[src/rtl/cam_pkg.sv]
// Shared types and constants for the conference audio mixer.
// No dependencies; every other rtl file imports this package.

package cam_pkg;

    localparam int SUM_W    = 23;
    localparam int SAMPLE_W = 16;
    localparam int CH_W     = 6;
    localparam int POS_W    = 8;
    localparam int MIX_W    = 24;
    localparam int MASK_W   = 64;

    localparam logic signed [MIX_W-1:0] SAT_MAX = 24'sd32767;
    localparam logic signed [MIX_W-1:0] SAT_MIN = -24'sd32767;

    localparam logic MODE_LOAD = 1'b0;
    localparam logic MODE_REQ  = 1'b1;

    typedef enum logic [1:0] {
        REG_CONF   = 2'd0,
        REG_ACTIVE = 2'd1,
        REG_OE     = 2'd2
    } t_reg_idx;

    typedef struct packed {
        logic              conf_on;
        logic [MASK_W-1:0] active_mask;
        logic [MASK_W-1:0] oe_mask;
    } t_cfg;

    typedef struct packed {
        logic                mode;
        logic [CH_W-1:0]     channel;
        logic [POS_W-1:0]    position;
        logic [SAMPLE_W-1:0] sample;
        logic                present;
        logic                first;
    } t_item;

    typedef struct packed {
        logic                we;
        logic                first;
        logic                add_en;
        logic [SAMPLE_W-1:0] contrib;
    } t_wr;

endpackage

[src/rtl/cam_cfg.sv]
// Configuration register file behind the APB-style port.
// Depends on cam_pkg.

module cam_cfg
    import cam_pkg::*;
(
    input  logic        i_clk,
    input  logic        i_rst_n,
    input  logic        psel,
    input  logic        penable,
    input  logic        pwrite,
    input  logic [4:0]  paddr,
    input  logic [63:0] pwdata,
    output logic [63:0] prdata,
    output logic        pready,
    output t_cfg        o_cfg
);

    logic              r_conf;
    logic [MASK_W-1:0] r_active;
    logic [MASK_W-1:0] r_oe;
    logic              w_wr;

    assign pready = 1'b1;
    assign w_wr   = psel && penable && pwrite;

    always_ff @(posedge i_clk) begin
        if (!i_rst_n) begin
            r_conf   <= 1'b0;
            r_active <= '1;
            r_oe     <= '1;
        end else if (w_wr) begin
            unique case (paddr[4:3])
                REG_CONF:   r_conf   <= pwdata[0];
                REG_ACTIVE: r_active <= pwdata;
                REG_OE:     r_oe     <= pwdata;
                default: ;
            endcase
        end
    end

    always_comb begin
        unique case (paddr[4:3])
            REG_CONF:   prdata = {63'd0, r_conf};
            REG_ACTIVE: prdata = r_active;
            REG_OE:     prdata = r_oe;
            default:    prdata = '0;
        endcase
    end

    assign o_cfg = '{conf_on: r_conf, active_mask: r_active, oe_mask: r_oe};

endmodule

[config.mk]
export PLATFORM = sky130hd
export DESIGN_NAME = cam_cfg
export DESIGN_NICKNAME = d
export VERILOG_FILES = /design/src/rtl/cam_pkg.sv /design/src/rtl/cam_cfg.sv
export SDC_FILE = /design/constraint.sdc
export NUM_CORES = 1
export LEC_CHECK = 0
export ABC_AREA = 1
export BUFFER_PORTS_ARGS = -buffer_cell sky130_fd_sc_hd__buf_4
export CAP_MARGIN = 20
export CORE_UTILIZATION = 46
export DETAILED_ROUTE_END_ITERATION = 8
export PLACE_DENSITY = 0.84
export SLEW_MARGIN = 20
export SYNTH_ARGS = -nofsm -noshare
export SYNTH_HDL_FRONTEND = slang
export SYNTH_SLANG_ARGS = --single-unit
[constraint.sdc]
create_clock -name i_clk -period 1.2 [get_ports i_clk]
set_clock_uncertainty 0.2 [all_clocks]
set_input_delay 0.12 -clock i_clk [delete_from_list [all_inputs] [get_ports i_clk]]
set_output_delay 0.12 -clock i_clk [all_outputs]
set_load 0.02 [all_outputs]
==> results.txt, run 1 <==
CTS sink count = 129
CTS max path bufs = 2
Initial Util = 47.0%
Largest net degree at the start of global routing = 47
Yosys reg bits = 129
Post-synthesis sequential area ratio = 48.3%
Die Span X = 110 um
Outcome = stopped before the end
HPWL Detailed = 11.7 mm
Chip height = 110 um
Synthesized area per cell = 6.85 sq um
Warnings from Yosys = 0
Yosys top cell area share = 48.3%
Placed inst area = 7540 sq um
Yosys cell types = 16
Clock Tree Root = clkbuf_16
Total GRT Usage = 70.4%
Post-synthesis cell count = 781
Biggest area consumer among synthesized cells = dfxtp_1
GR repair worst EP = prdata[3]
CTS Buf Count = 17
Failed at = global routing (5_1_grt)
Run Error = [ERROR GRT-0232] Routing congestion too high. Check the congestion heatmap in the GUI.
Most area-consuming cells after synthesis = dfxtp_1 48%, nand2_1 32%, nand3_1 12%, buf_2 2.5%, buf_4 1.8%
# rows = 39
I/O pins = 268
Cell Area, Synth = 5350 sq um
H-tree Lvls = 4
Gpl congestion = 0.823
Worst ep type = output port
PortBufs = 263
GR Overflow Total = 4
Post-Syn Nets = 855
## repair_timing
action,4_1_cts
setup buffers,8
hold buffers,67
resized for setup,331
hold endpoints to repair,129
endpoints found under the setup margin,193
pin swaps,31
## metrics by stage
| stage | util [%] | hold WS (ps) | cells | TNS, ps | setup slack [ps] |
|---|---|---|---|---|---|
| after detailed placement | 66.3 | 144 | 1154 | -12470 | -141 |
| after CTS | 85.4 | 112 | 1260 | -10430 | -156 |
| after global placement | 66.3 | 139 | 1154 | -8250 | -86.7 |
| after floorplan | - | 46.1 | 781 | 0 | 66.0 |
## synthesized netlist by cell type
master	count
nand2_1	450
nand3_1	130
dfxtp_1	129
buf_2	27
buf_4	13
clkbuf_1	11
inv_2	4
buf_6	3
nor2_4	3
inv_1	2
nand2_2	2
nand2_4	2
nor2_1	2
a21oi_1	1
conb_1	1
nand3_2	1
## cell families after synthesis
kind of cell / after synthesis / share of synthesized area [%]
other: 1 / 0.0701
flip-flops: 129 / 48.3
AND/OR/NAND/NOR: 590 / 45.4
buffers and inverters: 60 / 6.18
AO/OA/AOI/OAI: 1 / 0.0935
## per-layer routing
metal | overflow | track usage, %
met5 | 0 | 5.80
met4 | 3 | 69.9
met2 | 1 | 88.0
met1 | 0 | 70.2
met3 | 0 | 56.4
==> inputs of run 2 (changes only) <==
- CORE_UTILIZATION: 46 -> 40
- PLACE_DENSITY: 0.84 -> not set
- PLACE_DENSITY_LB_ADDON: not set -> 0.15
==> results.txt, run 2 <==
I/O pins = 268
Top_reg_cell synth = dfxtp_1
Leak = 5.49 nW
Via density = 5.24
Total GRT Usage = 27.9%
PortBufs = 263
Via count = 7239
Residual DRC = 0
Crit end category = output port
Most frequent cell after synthesis = nand2_1
Final setup vio count = 183
Vias in the first global route = 6322
Max FO, Critical Path = 3
Slowest CP cell = dfxtp_2
Clock Tree Root = clkbuf_16
Post-Syn Nets = 855
Post-synthesis sequential area ratio = 48.3%
Largest net degree at the start of global routing = 40
Initial Util = 41.7%
Initial DRT Pass Iterations = 6
NetSw = 3.05 mW
Fraction of layout cells with a size suffix above 1 = 49.9%
RSZ-0062 raised after global routing = true
Hold/Removal Path Class = input port to flop
Fin cells = 1381
Failing checks = setup timing
Layout Nets = 1270
Ys async rst share = 0%
CP Cell Sequence = nand2_1 > nand2_1 > buf_6
Core area = 12800 sq um
CTS Buf Count = 17
Minimum clock period = 1420 ps
CTS max path bufs = 2
Final ANT Viol Nets = 0
Max Cap Violations = 0
Placed Instances = 1185
Fill count = 618
Post-synth EDFFs = 0
Overall Power = 11.6 mW
Logic pwr share = 20.1%
Max VDD drop = 0.822 mV
Die Span X = 118 um
WP data arrival = 1100 ps
# rows = 41
Area growth, synth to finish = 104%
Chip height = 118 um
Biggest area consumer among synthesized cells = dfxtp_1
H-tree Lvls = 4
Worst setup slack after layout = -217 ps
Register area = 2790 sq um
Worst endpoint required time = 880 ps
Yosys cell types = 16
Flop pwr share = 38.5%
Yosys top cell area share = 48.3%
Crit start category = flop
Fin crit share = 118%
Yosys reg bits = 129
Cell Area, Synth = 5350 sq um
Top cells by instance count after synthesis = 450 x nand2_1, 130 x nand3_1, 129 x dfxtp_1
Gpl congestion = 0.809
Commonest non-fill, non-tap cell in the layout = nand2_1
Sw Ratio = 26.2%
Most used cell, CP = nand2_1
Routed WL = 24.3 mm
CTS sink count = 129
Max stage delay on crit path = 340 ps
First-pass GRT wire length = 31.2 mm
Power Internal = 8.59 mW
HPWL Detailed = 11.5 mm
Clk_lat worst skew = 410 ps
Power density over cell area = 1070 nW/um^2
Die Footprint = 13800 sq um
Final hold vios = 0
Outcome = complete, but fails checks
Clk slew on worst S/H paths = 50 ps
CTS tree = built
Most frequent cells in the layout = 399 x nand2_1, 271 x buf_6, 129 x nand3_1, 112 x dfxtp_2, 96 x buf_4
Regs by FF count = r_active: 64 flops, r_oe: 64 flops, r_conf: 1 flops
CP Class = flop to output port
Warnings from Yosys = 0
Most area-consuming cells after synthesis = dfxtp_1 48%, nand2_1 32%, nand3_1 12%, buf_2 2.5%, buf_4 1.8%
Fmax = 0.706 GHz
Post-synthesis cell count = 781
Starting DRT DRC Count = 868
Max Slew Vio Count = 0
Clk pwr share = 41.4%
Initial antenna violation count = 1
GR Overflow Total = 0
Synthesized area per cell = 6.85 sq um
Footprint of the multi-input gates = 2570 sq um
Drt wl/cell = 17.6 um
run 2: final cells by class:
cell class                      instances  area share [%]
Timing Repair Buffer                  450            43.7
Sequential cell                       129            25.5
Multi-Input combinational cell        592            23.5
Clock buffer                           26            4.57
Tap cell                              172            1.97
Clock inverter                          5           0.481
Inverter                                6           0.229
Antenna cell                            1          0.0229
run 2: per-stage QoR:
step | hold WS, ps | utilization (%) | setup slack, ps | setup TNS [ps] | area, sq um
detailed placement | 145 | 59.3 | -119 | -16160 | 7600
finish | 109 | 85.2 | -217 | -18230 | 10900
global placement | 140 | 59.3 | -103 | -14030 | 7600
floorplan | 46.1 | - | 66.0 | 0 | 5350
CTS | 96.4 | 75.6 | -153 | -11530 | 9700
global route | 143 | 85.2 | -259 | -24390 | 10900
run 2: path summary, 6_finish.rpt:
check | start | end | slack (ps) | cells after the start
max | r_oe[11] | prdata[11] | -220 | 3
min reg2reg | r_oe[63] | r_oe[63] | 270 | 2
max reg2reg | r_oe[18] | r_oe[18] | 110 | 4
min | pwrite | r_conf | 110 | 6
run 2: power groups by stage:
stage	Sequential, mW	Combinational [mW]	Clock (mW)
2_1_floorplan	4.65	0.718	0
3_3_place_gp	4.55	1.62	0
3_5_place_dp	4.56	1.63	0
4_1_cts	4.50	2.03	4.89
5_1_grt	4.48	2.46	5.11
6_report	4.48	2.34	4.82
run 2: repair_timing:
item                                    CTS  global route
hold endpoints to repair                129             0
endpoints found under the setup margin  193           193
cloned                                    0             1
hold buffers                             66             0
pin swaps                                30            42
gates resized for setup                 312           158
setup buffers                             5            92
run 2: kinds of logic after synthesis:
kind of cell / count (synthesis) / synth area share, %
and+or+nand+nor: 590 / 45.4
buffers and inverters: 60 / 6.18
DFF: 129 / 48.3
other: 1 / 0.0701
AOI/OAI and AO/OA: 1 / 0.0935
run 2: layer usage:
layer	part of all wire (%)	vias to the layer above	routed length [um]	track usage, %
met5	0	-	0	0
met4	4.8	0	1170	13.0
met3	8.3	111	2010	7.07
met2	51	461	12400	48.8
met1	36	3397	8700	31.6
li1	-	3270	-	-
run 2: critical path, delay by kind of cell (launching register included):
kind          cells  cell delay, ps
flops             1             340
simple gates      2             220
buf+inv           1             130
Power figures use the tool's default switching activity.
==> inputs of run 3 (changes only) <==
- ABC_AREA: 1 -> not set
- CORE_UTILIZATION: 40 -> 48
==> results.txt, run 3 <==
Outcome = stopped before the end
Failed at = global routing (5_1_grt)
Run Error = [ERROR GRT-0232] Routing congestion too high. Check the congestion heatmap in the GUI.
CTS Buf Count = 17
H-tree Lvls = 4
Post-synthesis cell count = 577
Yosys top cell area share = 42.9%
Post-synth EDFFs = 0
Placed Instances = 987
Top cells by instance count after synthesis = 194 x nor2b_1, 129 x dfxtp_1, 129 x mux2i_1
Clock Tree Root = clkbuf_16
GR repair worst EP = prdata[0]
Initial Util = 49.7%
Yosys reg bits = 129
GR Overflow Total = 537
Synthesized area per cell = 10.4 sq um
Total GRT Usage = 88.9%
Die Span X = 114 um
Biggest area consumer among synthesized cells = dfxtp_1
Top_reg_cell synth = dfxtp_1
Most frequent cell after synthesis = nor2b_1
CTS max path bufs = 2
Largest net degree at the start of global routing = 65
PortBufs = 263
# rows = 40
Ys async rst share = 0%
CTS sink count = 129
Warnings from Yosys = 0
Gpl congestion = 0.752
Place WS = -244 ps
Post-Syn Nets = 651
Worst ep type = output port
Most area-consuming cells after synthesis = dfxtp_1 43%, mux2i_1 21%, nor2b_1 20%, a22o_1 9.2%, buf_6 1.9%
Yosys cell types = 16
Post-synthesis sequential area ratio = 42.9%
HPWL Detailed = 11.8 mm
I/O pins = 268
Cell Area, Synth = 6010 sq um
Chip height = 114 um
## run 3: cell count changes after synthesis, moves of 11 or more
cell / before / now
a22o_1: 0 / 63
buf_2: 27 / 16
mux2i_1: 0 / 129
nand2_1: 450 / 2
nand3_1: 130 / 1
nor2b_1: 0 / 194
## run 3: timing repair
action,in CTS
endpoints found under the hold margin,129
pin swaps,3
hold buffers,66
setup endpoints to repair,193
buffers inserted,85
gates resized for setup,386
## run 3: cells by family after synthesis
family / after synthesis / share of synthesized area, %
mux: 129 / 21.5
other cells: 1 / 0.0623
simple gates: 201 / 20.8
buf+inv: 51 / 5.14
compound gates: 66 / 9.55
flops: 129 / 42.9
## run 3: metrics by stage
stage               hold WS, ps  cell area (sq um)
detailed placement          190               8290
floorplan                  20.5               6050
CTS                        -129              11300
global placement            178               8290
## run 3: metal layers
layer / overflow / track usage, %
met5: 0 / 12.9
met2: 371 / 113
met3: 3 / 65.5
met4: 161 / 107
met1: 2 / 83.4
