File: config.mk
export PLATFORM = sky130hd
export DESIGN_NAME = cam_mix
export DESIGN_NICKNAME = d
export VERILOG_FILES = /design/src/rtl/cam_pkg.sv /design/src/rtl/cam_mix.sv
export SDC_FILE = /design/constraint.sdc
export NUM_CORES = 1
export LEC_CHECK = 0
export ABC_AREA = 1
export BUFFER_PORTS_ARGS = -buffer_cell sky130_fd_sc_hd__buf_2
export CAP_MARGIN = 30
export CORE_ASPECT_RATIO = 1.25
export CORE_MARGIN = 1.5
export CORE_UTILIZATION = 30
export DETAILED_ROUTE_END_ITERATION = 10
export PLACE_DENSITY = 0.49
export SKIP_LAST_GASP = 1
export SYNTH_ARGS = -nofsm -noshare
export SYNTH_HDL_FRONTEND = slang
export SYNTH_SLANG_ARGS = --single-unit
File: constraint.sdc
create_clock -name i_clk -period 3.5 [get_ports i_clk]
set_input_delay 0.525 -clock i_clk [delete_from_list [all_inputs] [get_ports i_clk]]
set_output_delay 0.525 -clock i_clk [all_outputs]
set_load 0.005 [all_outputs]
File: src/rtl/cam_pkg.sv
// Shared types and constants for the conference audio mixer.
// No dependencies; every other rtl file imports this package.

package cam_pkg;

    localparam int SUM_W    = 23;
    localparam int SAMPLE_W = 16;
    localparam int CH_W     = 6;
    localparam int POS_W    = 8;
    localparam int MIX_W    = 24;
    localparam int MASK_W   = 64;

    localparam logic signed [MIX_W-1:0] SAT_MAX = 24'sd32767;
    localparam logic signed [MIX_W-1:0] SAT_MIN = -24'sd32767;

    localparam logic MODE_LOAD = 1'b0;
    localparam logic MODE_REQ  = 1'b1;

    typedef enum logic [1:0] {
        REG_CONF   = 2'd0,
        REG_ACTIVE = 2'd1,
        REG_OE     = 2'd2
    } t_reg_idx;

    typedef struct packed {
        logic              conf_on;
        logic [MASK_W-1:0] active_mask;
        logic [MASK_W-1:0] oe_mask;
    } t_cfg;

    typedef struct packed {
        logic                mode;
        logic [CH_W-1:0]     channel;
        logic [POS_W-1:0]    position;
        logic [SAMPLE_W-1:0] sample;
        logic                present;
        logic                first;
    } t_item;

    typedef struct packed {
        logic                we;
        logic                first;
        logic                add_en;
        logic [SAMPLE_W-1:0] contrib;
    } t_wr;

endpackage

File: src/rtl/cam_mix.sv
// Mix arithmetic, own-contribution removal, clamp and the output register.
// Depends on cam_pkg.

module cam_mix
    import cam_pkg::*;
(
    input  logic                i_clk,
    input  logic                i_rst_n,
    input  logic                i_load,
    input  t_item               i_item,
    input  logic [SUM_W-1:0]    i_sum,
    input  logic [SAMPLE_W-1:0] i_contrib,
    input  logic                i_sub_own,
    input  logic                i_tready,
    output logic                o_free,
    output logic                o_tvalid,
    output logic [31:0]         o_tdata
);

    logic                       r_valid;
    logic [SAMPLE_W-1:0]        r_mixed;
    logic [CH_W-1:0]            r_ch;
    logic [POS_W-1:0]           r_pos;

    logic signed [MIX_W-1:0]    w_sum_x;
    logic signed [MIX_W-1:0]    w_own_x;
    logic signed [MIX_W-1:0]    w_mix;
    logic [SAMPLE_W-1:0]        w_clamped;

    assign w_sum_x = {i_sum[SUM_W-1], i_sum};
    assign w_own_x = i_sub_own ? {{(MIX_W-SAMPLE_W){i_contrib[SAMPLE_W-1]}}, i_contrib} : '0;
    assign w_mix   = w_sum_x - w_own_x;

    always_comb begin
        priority if (w_mix > SAT_MAX) begin
            w_clamped = SAT_MAX[SAMPLE_W-1:0];
        end else if (w_mix < SAT_MIN) begin
            w_clamped = SAT_MIN[SAMPLE_W-1:0];
        end else begin
            w_clamped = w_mix[SAMPLE_W-1:0];
        end
    end

    assign o_free = !r_valid || i_tready;

    always_ff @(posedge i_clk) begin
        if (!i_rst_n) begin
            r_valid <= 1'b0;
        end else if (o_free) begin
            r_valid <= i_load;
        end
    end

    always_ff @(posedge i_clk) begin
        if (i_load && o_free) begin
            r_mixed <= w_clamped;
            r_ch    <= i_item.channel;
            r_pos   <= i_item.position;
        end
    end

    assign o_tvalid = r_valid;
    assign o_tdata  = {2'b00, r_pos, r_ch, r_mixed};

endmodule

==> results of run 1 <==
metrics by stage:
step	setup WS, ps	instances
2_1_floorplan	478	456
3_3_place_gp	354	670
3_5_place_dp	364	670
4_1_cts	642	678
5_1_grt	301	678
6_report	681	678
logic make-up after synthesis:
kind of cell    Yosys count  synth area share (%)
flops                    31                  29.9
other cells               1                 0.122
fa+ha+maj                25                  10.4
simple gates            284                  42.2
xor+xnor                  2                 0.568
buf+inv                  83                  11.2
compound gates           29                  5.60
worst reg2reg max path, delay by kind of cell, from the launching register on:
family / cells / cell delay [ps]
buf+inv: 1 / 360
compound gates: 1 / 130
flops: 1 / 320
area by class of cell:
cell class              count  area share [%]
clock inverters             1           0.132
inverters                  76            7.51
well taps                 129            4.25
multi-input cells         342            48.0
flip-flops and latches     31            24.3
repair buffers             92            12.3
clock buffers               7            3.49
routing by layer:
layer | part of all wire [%] | vias to the layer above
met5 | 0 | -
met4 | 1.9 | 0
met3 | 5.5 | 11
met2 | 48 | 86
met1 | 45 | 1237
li1 | - | 1629
state kept, by name (all words and copies together), names as in the netlist:
signal,count
r_pos,8
r_mixed,16
o_tvalid,1
r_ch,6
synth_stat cells (6+ instances only):
library cell  instances  area, um2
nand2_1             160        601
edfxtp_1             30        901
nand3_2               6       60.1
nand2_2              33        206
nand4_1               8       50.1
inv_1                67        251
inv_2                 9       33.8
nand3_1              34        170
ha_1                 24        300
a21oi_1              16       80.1
nor2_1               26       97.6
nor3_1                6       30.0
power groups by stage:
stage               Clock (mW)  Combinational (mW)  Sequential [mW]
floorplan                    0               0.368            0.480
global placement             0               0.509            0.472
finish                   0.394               0.507            0.465
CTS                      0.408               0.514            0.466
global route             0.421               0.588            0.468
detailed placement           0               0.511            0.473
worst max-delay path by stage:
stage	from	end	slack [ps]	cells past startpoint
4_1_cts	i_sub_own	r_mixed[12]	640	20
3_3_place_gp	i_sub_own	r_mixed[0]	350	20
2_1_floorplan	i_sub_own	r_mixed[0]	480	15
6_report	i_sub_own	r_mixed[8]	680	13
5_1_grt	i_sub_own	r_mixed[4]	300	16
3_5_place_dp	i_sub_own	r_mixed[4]	360	18
==> impl_metrics.csv, run 1 <==
group,metric,value,unit
run_status,outcome,"finished clean",
finish,multi_input_area,0.00182,mm2
sta,setup_viol,0,
worst_hold_path,hold_end,"r_ch[0]",
finish,postLayoutCoreUtil,37.8,%
floorplan,die_area,0.0109,mm2
clock_network,cts_max_level,2,
setup_path,r2r_slack,2340,ps
power_and_ir_drop,power.internal,908,uW
logic_synthesis,synth_edf_count,30,
logic_synthesis,ys_seq_area_share,29.9,%
floorplan,die_w,93.7,um
power_and_ir_drop,powerDensity,360,mW/mm2
clock_network,hold_buffers,0,
sta,hold_violations,0,
setup_path,r2r_cells,2,
logic_synthesis,synth_area_per_cell,6.78,um2
logic_synthesis,async_reset_ff_share,0,%
sta,rsz0062_at_grt,"no",
global_route,top_usage_layer,"met2",
clock_network,cts_tree,"built",
logic_synthesis,synthCells,455,
floorplan,core,0.0101,mm2
clock_network,cts.repair.resized,0,
setup_path,worstSetupPathType,"in2reg",
setup_path,r2r-end,"r_ch[2]",
setup_path,critical_path.cell_chain,"buf_2 -> nand2_1 -> ha_1 -> nand2_1 -> nor2_1 -> inv_1 -> nor3_1 -> a21o_1 -> nand2_1 -> a21oi_1 -> nand3_1 -> nand2_2 -> nand2_1",
setup_path,path_buf_inv,2,
route,dr_total_vias,2963,
logic_synthesis,ys.flop_type,"edfxtp_1",
placed_design,io_buffers,89,
floorplan,start_util,30.7,%
setup_path,cp_data_arrival_time,2830,ps
sta,finalCriticalPeriod,2820,ps
setup_path,r2r-start,"o_tvalid",
worst_hold_path,hold_path_class,"in2reg",
global_route,grt_util_met1,16.9,%
setup_path,cp.required,3510,ps
logic_synthesis,synth-seq-cells,31,
clock_network,cts_setup_buffers,0,
clock_network,clk_pin_slew,50,ps
setup_path,cp-end-kind,"register",
global_route,grt.met2_usage,26.7,%
clock_network,clk_path_buf_depth,2,
sta,holdWs,431,ps
placed_design,hpwlAfterDp,6380,um
logic_synthesis,ys_warn_count,0,
route,vias_per_cell,4.37,
setup_path,slowest_delay,500,ps
route,ant_nets,0,
global_route,use_met3,1.56,%
finish,layout_commonest_cell,"nand2_1",
clock_network,clk_latency,270,ps
power_and_ir_drop,total_power,1.37,mW
setup_path,slowest_stage,"ha_1",
floorplan,fp.dieH,116,um
sta,skew,4.60,ps
route,drc,0,
sta,tns,0,ps
logic_synthesis,netlist_area,0.00308,mm2
power_and_ir_drop,seqPwrFrac,34.1,%
floorplan,io_pins,111,
global_route,grtUsageTotal,14.3,%
finish,regArea,921,um2
setup_path,path_max_fanout,15,
clock_network,cts_buffers,5,
placed_design,placedInstanceArea,0.00366,mm2
finish,fin_area,0.00380,mm2
logic_synthesis,synth.distinct_cells,33,
power_and_ir_drop,power_leakage,2.03,nW
sta,finalCritPeriodShare,80.5,%
finish,final_cell_mix,"nand2_1 (160), buf_2 (89), inv_1 (67), nand3_1 (34), nand2_2 (33)",
route,wl,7440,um
global_route,grt_max_degree,31,
finish,area_growth,23.1,%
power_and_ir_drop,clockPowerShare,28.8,%
power_and_ir_drop,combPwrFrac,37.1,%
placed_design,place.gp.congestion,0.821,
global_route,overflow,0,
setup_path,crit_family,"simple AND/OR/NAND/NOR gates",
finish,fill_cells,1149,
global_route,grt_first_pass_wirelength,12500,um
route,post_drt_wl_per_cell,11.0,um
clock_network,cts_root_buf,"clkbuf_16",
global_route,grt_pass1_vias,2874,
setup_path,crit_top_cell,"nand2_1",
power_and_ir_drop,switching_power,458,uW
route,firstDrtPassIters,4,
floorplan,rows,41,
sta,fmax,355,MHz
finish,nNetsFinal,650,
global_route,grt_antenna_before_repair,0,
sta,finalMaxSlewViolations,0,
route,dr.first_iter.drc_count,66,
job,max_cap_violations,0,
setup_path,start_kind,"primary input",
power_and_ir_drop,p_sw_share,33.5,%
finish,drive_above_1_share,28.8,%
worst_hold_path,hp-start,"i_item[26]",
worst_hold_path,holdPathStages,1,
power_and_ir_drop,ir_drop,193,uV
finish,antenna_cells,0,
clock_network,cts.sinks,31,
Note: power is estimated with default switching activity, not from simulation.
==> inputs of run 2 (changes only) <==
--- a/config.mk
+++ b/config.mk
@@ -5,14 +5,14 @@
 export SDC_FILE = /design/constraint.sdc
 export NUM_CORES = 1
 export LEC_CHECK = 0
-export ABC_AREA = 1
+export ABC_AREA = 0
 export BUFFER_PORTS_ARGS = -buffer_cell sky130_fd_sc_hd__buf_2
 export CAP_MARGIN = 30
 export CORE_ASPECT_RATIO = 1.25
 export CORE_MARGIN = 1.5
 export CORE_UTILIZATION = 30
 export DETAILED_ROUTE_END_ITERATION = 10
-export PLACE_DENSITY = 0.49
+export PLACE_DENSITY = 0.5
 export SKIP_LAST_GASP = 1
 export SYNTH_ARGS = -nofsm -noshare
 export SYNTH_HDL_FRONTEND = slang
==> constraint.sdc (replaced) <==
create_clock -name i_clk -period 2.9 [get_ports i_clk]
set_input_delay 0.435 -clock i_clk [delete_from_list [all_inputs] [get_ports i_clk]]
set_output_delay 0.435 -clock i_clk [all_outputs]
set_load 0.005 [all_outputs]
==> run 2 against run 1 <==
The run now ends with setup timing left. Routed wire length is 5.8% higher. Synthesized cell count fell by 32%. Sequential power rose by 19%. Area after synthesis is 9.7% lower. Register-to-register slack got worse by 640 ps. Cell count is 9.4% lower. Non-clock buffer count up 96. First-iteration DRC count is 20% lower. Core utilization up 11 points. Combinational power is 63% higher. Global-route usage increased by 2.0 points. Largest power group unchanged.
==> impl_metrics.csv, run 2 <==
group,metric,value,unit
global_route,grt_first_pass_wirelength,13000,um
clock_network,cts_buffers,5,
logic_synthesis,synthTopCellsByCount,"nand2_1 (38), a21oi_1 (34), edfxtp_1 (30)",
job,max_cap_violations,0,
logic_synthesis,synth_area_leaders,"edfxtp_1 (32%), ha_1 (11%), a21oi_1 (6.1%)",
clock_network,cts_tree,"built",
floorplan,die_area,0.00987,mm2
route,ant_nets,0,
floorplan,fp.dieH,111,um
clock_network,clk_pin_slew,50,ps
clock_network,cts_root_buf,"clkbuf_16",
logic_synthesis,synth-seq-cells,31,
power_and_ir_drop,power_leakage,1.97,nW
sta,finalCritPeriodShare,106,%
logic_synthesis,synth_area_per_cell,8.96,um2
floorplan,die_w,89.2,um
floorplan,core,0.00908,mm2
sta,fmax,325,MHz
finish,postLayoutCoreUtil,49.0,%
route,drc,0,
floorplan,rows,39,
power_and_ir_drop,ir_drop,223,uV
finish,fill_cells,908,
setup_path,critical_path.cell_chain,"buf_8 -> and2_4 -> ha_4 -> inv_2 -> fa_2 -> a211oi_2 -> o31a_4 -> a211oi_2 -> or3_1 -> a32o_1 -> nor4b_2 -> nor4_2 -> a21oi_2 -> buf_6 -> a21oi_1",
global_route,overflow,0,
logic_synthesis,netlist_area,0.00279,mm2
placed_design,placedInstanceArea,0.00414,mm2
setup_path,worstSetupPathType,"in2reg",
logic_synthesis,async_reset_ff_share,0,%
finish,antenna_cells,0,
route,firstDrtPassIters,4,
route,wl,7870,um
power_and_ir_drop,seqPwrFrac,28.4,%
finish,regMostFlops,"r_mixed",
placed_design,place.gp.congestion,0.838,
floorplan,start_util,30.7,%
setup_path,cp.required,2920,ps
power_and_ir_drop,p_sw_share,29.5,%
finish,fin_area,0.00445,mm2
global_route,grtUsageTotal,16.3,%
setup_path,cp-end-kind,"register",
route,post_drt_wl_per_cell,12.8,um
sta,finalCriticalPeriod,3080,ps
finish,nNetsFinal,592,
route,dr_total_vias,2986,
run_status,violations,"setup timing",
route,dr.first_iter.drc_count,53,
setup_path,start_kind,"primary input",
power_and_ir_drop,combPwrFrac,42.4,%
power_and_ir_drop,power.internal,1.38,mW
logic_synthesis,synth.distinct_cells,62,
clock_network,hold_buffers,0,
run_status,outcome,"complete, but fails checks",
power_and_ir_drop,total_power,1.95,mW
placed_design,hpwlAfterDp,6570,um
logic_synthesis,synthCells,311,
logic_synthesis,synth_edf_count,30,
logic_synthesis,yosys.cell_count.top_type,"nand2_1",
setup_path,crit_family,"compound AO/OA/AOI/OAI gates",
power_and_ir_drop,clockPowerShare,29.3,%
worst_hold_path,hold_path_class,"in2reg",
logic_synthesis,yosysTopAreaCell,"edfxtp_1",
placed_design,io_buffers,89,
logic_synthesis,synth_top_area_share,32.3,%
clock_network,clk_path_buf_depth,2,
logic_synthesis,ys_warn_count,0,
global_route,grt_pass1_vias,2939,
setup_path,path_max_fanout,6,
sta,skew,1.85,ps
sta,setup_viol,15,
sta,setup_ws,-180,ps
placed_design,dp_slack,-645,ps
finish,area_growth,59.7,%
finish,final_cell_mix,"buf_4 (93), buf_2 (88), nand2_1 (34), edfxtp_1 (30), a21oi_1 (29)",
global_route,grt_max_degree,31,
floorplan,io_pins,111,
logic_synthesis,ys.flop_type,"edfxtp_1",
logic_synthesis,ys_seq_area_share,33.1,%
sta,rsz0062_at_grt,"yes",
power_and_ir_drop,switching_power,575,uW
sta,finalMaxSlewViolations,0,
clock_network,cts.sinks,31,
finish,layout_commonest_cell,"buf_4",
finish,largest_reg_flops,16,
route,vias_per_cell,4.86,
setup_path,slowest_stage,"fa_2",
clock_network,cts_max_level,2,
setup_path,path_buf_inv,3,
setup_path,crit_top_cell,"a211oi_2",
setup_path,cp_data_arrival_time,3100,ps
power_and_ir_drop,powerDensity,439,mW/mm2
finish,drive_above_1_share,49.5,%
finish,top_regs,"r_mixed x16, r_pos x8, r_ch x6",
sta,hold_violations,0,
clock_network,clk_latency,270,ps
global_route,grt_antenna_before_repair,0,
setup_path,slowest_delay,340,ps
[run 2: cell types whose count changed in the layout (fill, tap and decap cells not counted), sizes merged, moves of 18 or more]
cell	before	now
buf	92	188
inv	76	7
nand2	194	38
nand3	40	8
nor2	31	13
[run 2: layer usage]
layer / vias up / part of all wire (%) / track usage, %
met4: 0 / 1.9 / 5.03
met5: - / 0 / 0
met2: 93 / 50 / 29.5
li1: 1531 / - / -
met3: 13 / 6.0 / 2.23
met1: 1349 / 42 / 19.5
[run 2: cell type report]
cell class / count / area, um2 / area share, %
inverter: 7 / 26.3 / 0.591
clock inverter: 3 / 38.8 / 0.872
clock buffer: 5 / 125 / 2.81
multi-input combinational: 257 / 1950 / 43.9
timing repair buffer: 188 / 1230 / 27.6
tap: 123 / 154 / 3.46
sequential: 31 / 921 / 20.7
[run 2: power groups by stage]
| stage | clock [mW] | combinational [mW] | sequential, mW |
|---|---|---|---|
| 4_1_cts | 0.582 | 0.819 | 0.554 |
| 5_1_grt | 0.600 | 0.920 | 0.558 |
| 3_5_place_dp | 0 | 0.786 | 0.563 |
| 6_report | 0.571 | 0.827 | 0.553 |
| 2_1_floorplan | 0 | 0.415 | 0.569 |
| 3_3_place_gp | 0 | 0.780 | 0.562 |
[run 2: what timing repair did]
| item | CTS | global route |
|---|---|---|
| gates resized for setup | 24 | 7 |
| setup endpoints to repair | 15 | 15 |
| pin swaps | 8 | 3 |
| setup buffers | 2 | 1 |
| cloned | 1 | 0 |
[run 2: worst paths after layout]
| path | slack [ps] | to | cells past startpoint | from |
|---|---|---|---|---|
| min reg2reg | 520 | o_tvalid | 2 | o_tvalid |
| min | 340 | r_pos[6] | 1 | i_item[24] |
| max | -180 | r_mixed[4] | 15 | i_sub_own |
| max reg2reg | 1700 | r_mixed[15] | 3 | o_tvalid |
[run 2: metrics by stage]
stage	hold WS [ps]	instances	setup TNS [ps]
2_1_floorplan	534	312	-3270
3_3_place_gp	506	602	-8070
3_5_place_dp	518	602	-8940
4_1_cts	331	613	-2750
5_1_grt	328	614	-5760
6_report	336	614	-2550
[run 2: cells by family after synthesis]
logic type | share of synthesized area (%)
buffers and inverters | 4.22
DFF | 33.1
and+or+nand+nor | 20.8
AOI/OAI and AO/OA | 25.4
other | 0.135
muxes | 1.12
xor gates and xnor gates | 3.77
adders and majority gates | 11.5
==> inputs of run 3 (changes only) <==
--- a/config.mk
+++ b/config.mk
@@ -7,8 +7,7 @@
 export LEC_CHECK = 0
 export ABC_AREA = 0
 export BUFFER_PORTS_ARGS = -buffer_cell sky130_fd_sc_hd__buf_2
-export CAP_MARGIN = 30
-export CORE_ASPECT_RATIO = 1.25
+export CAP_MARGIN = 20
 export CORE_MARGIN = 1.5
 export CORE_UTILIZATION = 30
 export DETAILED_ROUTE_END_ITERATION = 10
==> run 3 against run 2 <==
Critical endpoint is now r_mixed[10]. Fmax down 1.8%. Worst hold slack about the same. Count of clock-buffer cells in the layout up 2. The run still ends with setup timing left. Cell count down 0.98%. Non-clock buffer count up 9. Clock skew up 1.5 ps. Combinational power up 4.0%. Largest power group unchanged. Via count down 0.23%. Core utilization up 1.3 points. First-iteration DRC count up 43%. Sequential share of layout area about the same.
==> impl_metrics.csv, run 3 (same netlist as run 2, synthesis figures left out) <==
group,metric,value,unit
finish,regArea,921,um2
route,ant_nets,0,
placed_design,io_buffers,89,
floorplan,die_w,99.4,um
power_and_ir_drop,ir_drop,156,uV
sta,holdWs,337,ps
finish,nNetsFinal,601,
clock_network,cts_tree,"built",
sta,finalCritPeriodShare,108,%
clock_network,hold_buffers,0,
finish,regMostFlops,"r_mixed",
finish,postLayoutCoreUtil,50.3,%
setup_path,path_max_fanout,6,
setup_path,cp.required,2930,ps
clock_network,clk_latency,270,ps
run_status,violations,"setup timing",
job,max_cap_violations,0,
floorplan,fp.dieH,99.4,um
finish,fill_cells,890,
finish,largest_reg_flops,16,
finish,instances_no_fill,608,
clock_network,cts.sinks,31,
route,dr.first_iter.drc_count,76,
setup_path,slowest_delay,360,ps
floorplan,io_pins,111,
global_route,grt_pass1_vias,2929,
finish,layout_commonest_cell,"buf_4",
finish,antenna_cells,0,
sta,relSlewSlack,67.4,%
global_route,grt_max_degree,31,
sta,setup_ws,-236,ps
placed_design,dp_slack,-598,ps
floorplan,rows,34,
global_route,grt_antenna_before_repair,0,
run_status,outcome,"complete, but fails checks",
floorplan,core,0.00885,mm2
worst_hold_path,hold_path_class,"in2reg",
route,wl,8040,um
sta,skew,3.36,ps
setup_path,cp_data_arrival_time,3160,ps
power_and_ir_drop,powerDensity,387,mW/mm2
route,dr_total_vias,2979,
global_route,overflow,0,
clock_network,cts_root_buf,"clkbuf_8",
sta,hold_violations,0,
finish,top_regs,"r_mixed x16, r_pos x8, r_ch x6",
setup_path,cp-end-kind,"register",
setup_path,worstSetupPathType,"in2reg",
floorplan,start_util,31.5,%
floorplan,die_area,0.00987,mm2
sta,fmax,319,MHz
route,post_drt_wl_per_cell,13.2,um
global_route,grt_first_pass_wirelength,13300,um
power_and_ir_drop,total_power,1.72,mW
finish,multi_input_area,0.00197,mm2
sta,setup_viol,15,
clock_network,cts_buffers,5,
sta,rsz0062_at_grt,"yes",
finish,fin_area,0.00445,mm2
setup_path,slowest_stage,"fa_2",
global_route,grtUsageTotal,16.5,%
sta,finalCriticalPeriod,3140,ps
placed_design,hpwlAfterDp,6740,um
placed_design,post-place-cells,596,
clock_network,cts_max_level,2,
finish,final_cell_mix,"buf_4 (103), buf_2 (88), nand2_1 (35), edfxtp_1 (30), a21oi_1 (28)",
placed_design,placedInstanceArea,0.00422,mm2
clock_network,clk_pin_slew,60,ps
clock_network,clk_path_buf_depth,2,
sta,finalMaxSlewViolations,0,
route,drc,0,
setup_path,start_kind,"primary input",
route,vias_per_cell,4.90,
sta,worst_pin_slew,484,ps
finish,drive_above_1_share,50.6,%
placed_design,place.gp.congestion,0.875,
finish,area_growth,59.8,%
route,firstDrtPassIters,4,
sta,tns,-3200,ps
power_and_ir_drop,power_leakage,1.99,nW
setup_path,critical_path.cell_chain,"buf_8 -> and2_4 -> ha_4 -> inv_2 -> fa_2 -> a211oi_4 -> o31a_4 -> a211oi_2 -> or3_1 -> a32o_2 -> nor4b_4 -> nor4_2 -> a21oi_2 -> buf_4 -> a21oi_1",
run 3: cell count changes in the layout (fill, tap and decap cells not counted), moves of 2 or more:
| cell | delta |
|---|---|
| clkbuf_16 | -5 |
| clkbuf_1 | +2 |
| clkbuf_8 | +5 |
| buf_12 | +3 |
| buf_6 | -4 |
| buf_4 | +10 |
run 3: final timing paths:
| path | start | endpoint | slack [ps] | cells after the start |
|---|---|---|---|---|
| worst max-delay path | i_sub_own | r_mixed[10] | -240 | 15 |
| worst max register to register | o_tvalid | r_ch[2] | 1680 | 3 |
| worst min register to register | o_tvalid | o_tvalid | 540 | 2 |
| worst min-delay path | i_item[18] | r_pos[0] | 340 | 1 |
run 3: layout make-up:
| class | count | share of cell area [%] |
|---|---|---|
| Tap cell | 108 | 3.04 |
| Timing Repair Buffer | 197 | 29.7 |
| Clock inverter | 1 | 0.112 |
| Inverter | 7 | 0.590 |
| Sequential cell | 31 | 20.7 |
| Multi-Input combinational cell | 257 | 44.2 |
| Clock buffer | 7 | 1.71 |
run 3: layer usage:
metal  share of wire [%]  up-vias  global-route usage, %  routed length, um
met5                   0        -                      0                  0
met3                 5.2        9                   2.11                415
met1                  46     1341                   21.0               3710
met4                 1.4        0                   5.09                109
li1                    -     1545                      -                  -
met2                  47       84                   29.0               3810
run 3: critical path, delay by kind of cell:
family	cells	cell delay [ps]
simple gates	4	820
buf+inv	3	300
compound gates	6	1100
fa+ha+maj	2	490
run 3: timing repair:
action	4_1_cts	5_1_grt
buffers inserted	0	3
pin swaps	7	6
endpoints found under the setup margin	15	15
gates resized for setup	19	9
cloned	1	0
run 3: where the power goes:
group	switching, mW	internal [mW]
Clock	0.140	0.168
Combinational	0.409	0.451
Sequential	0.00786	0.545
Total	0.557	1.16
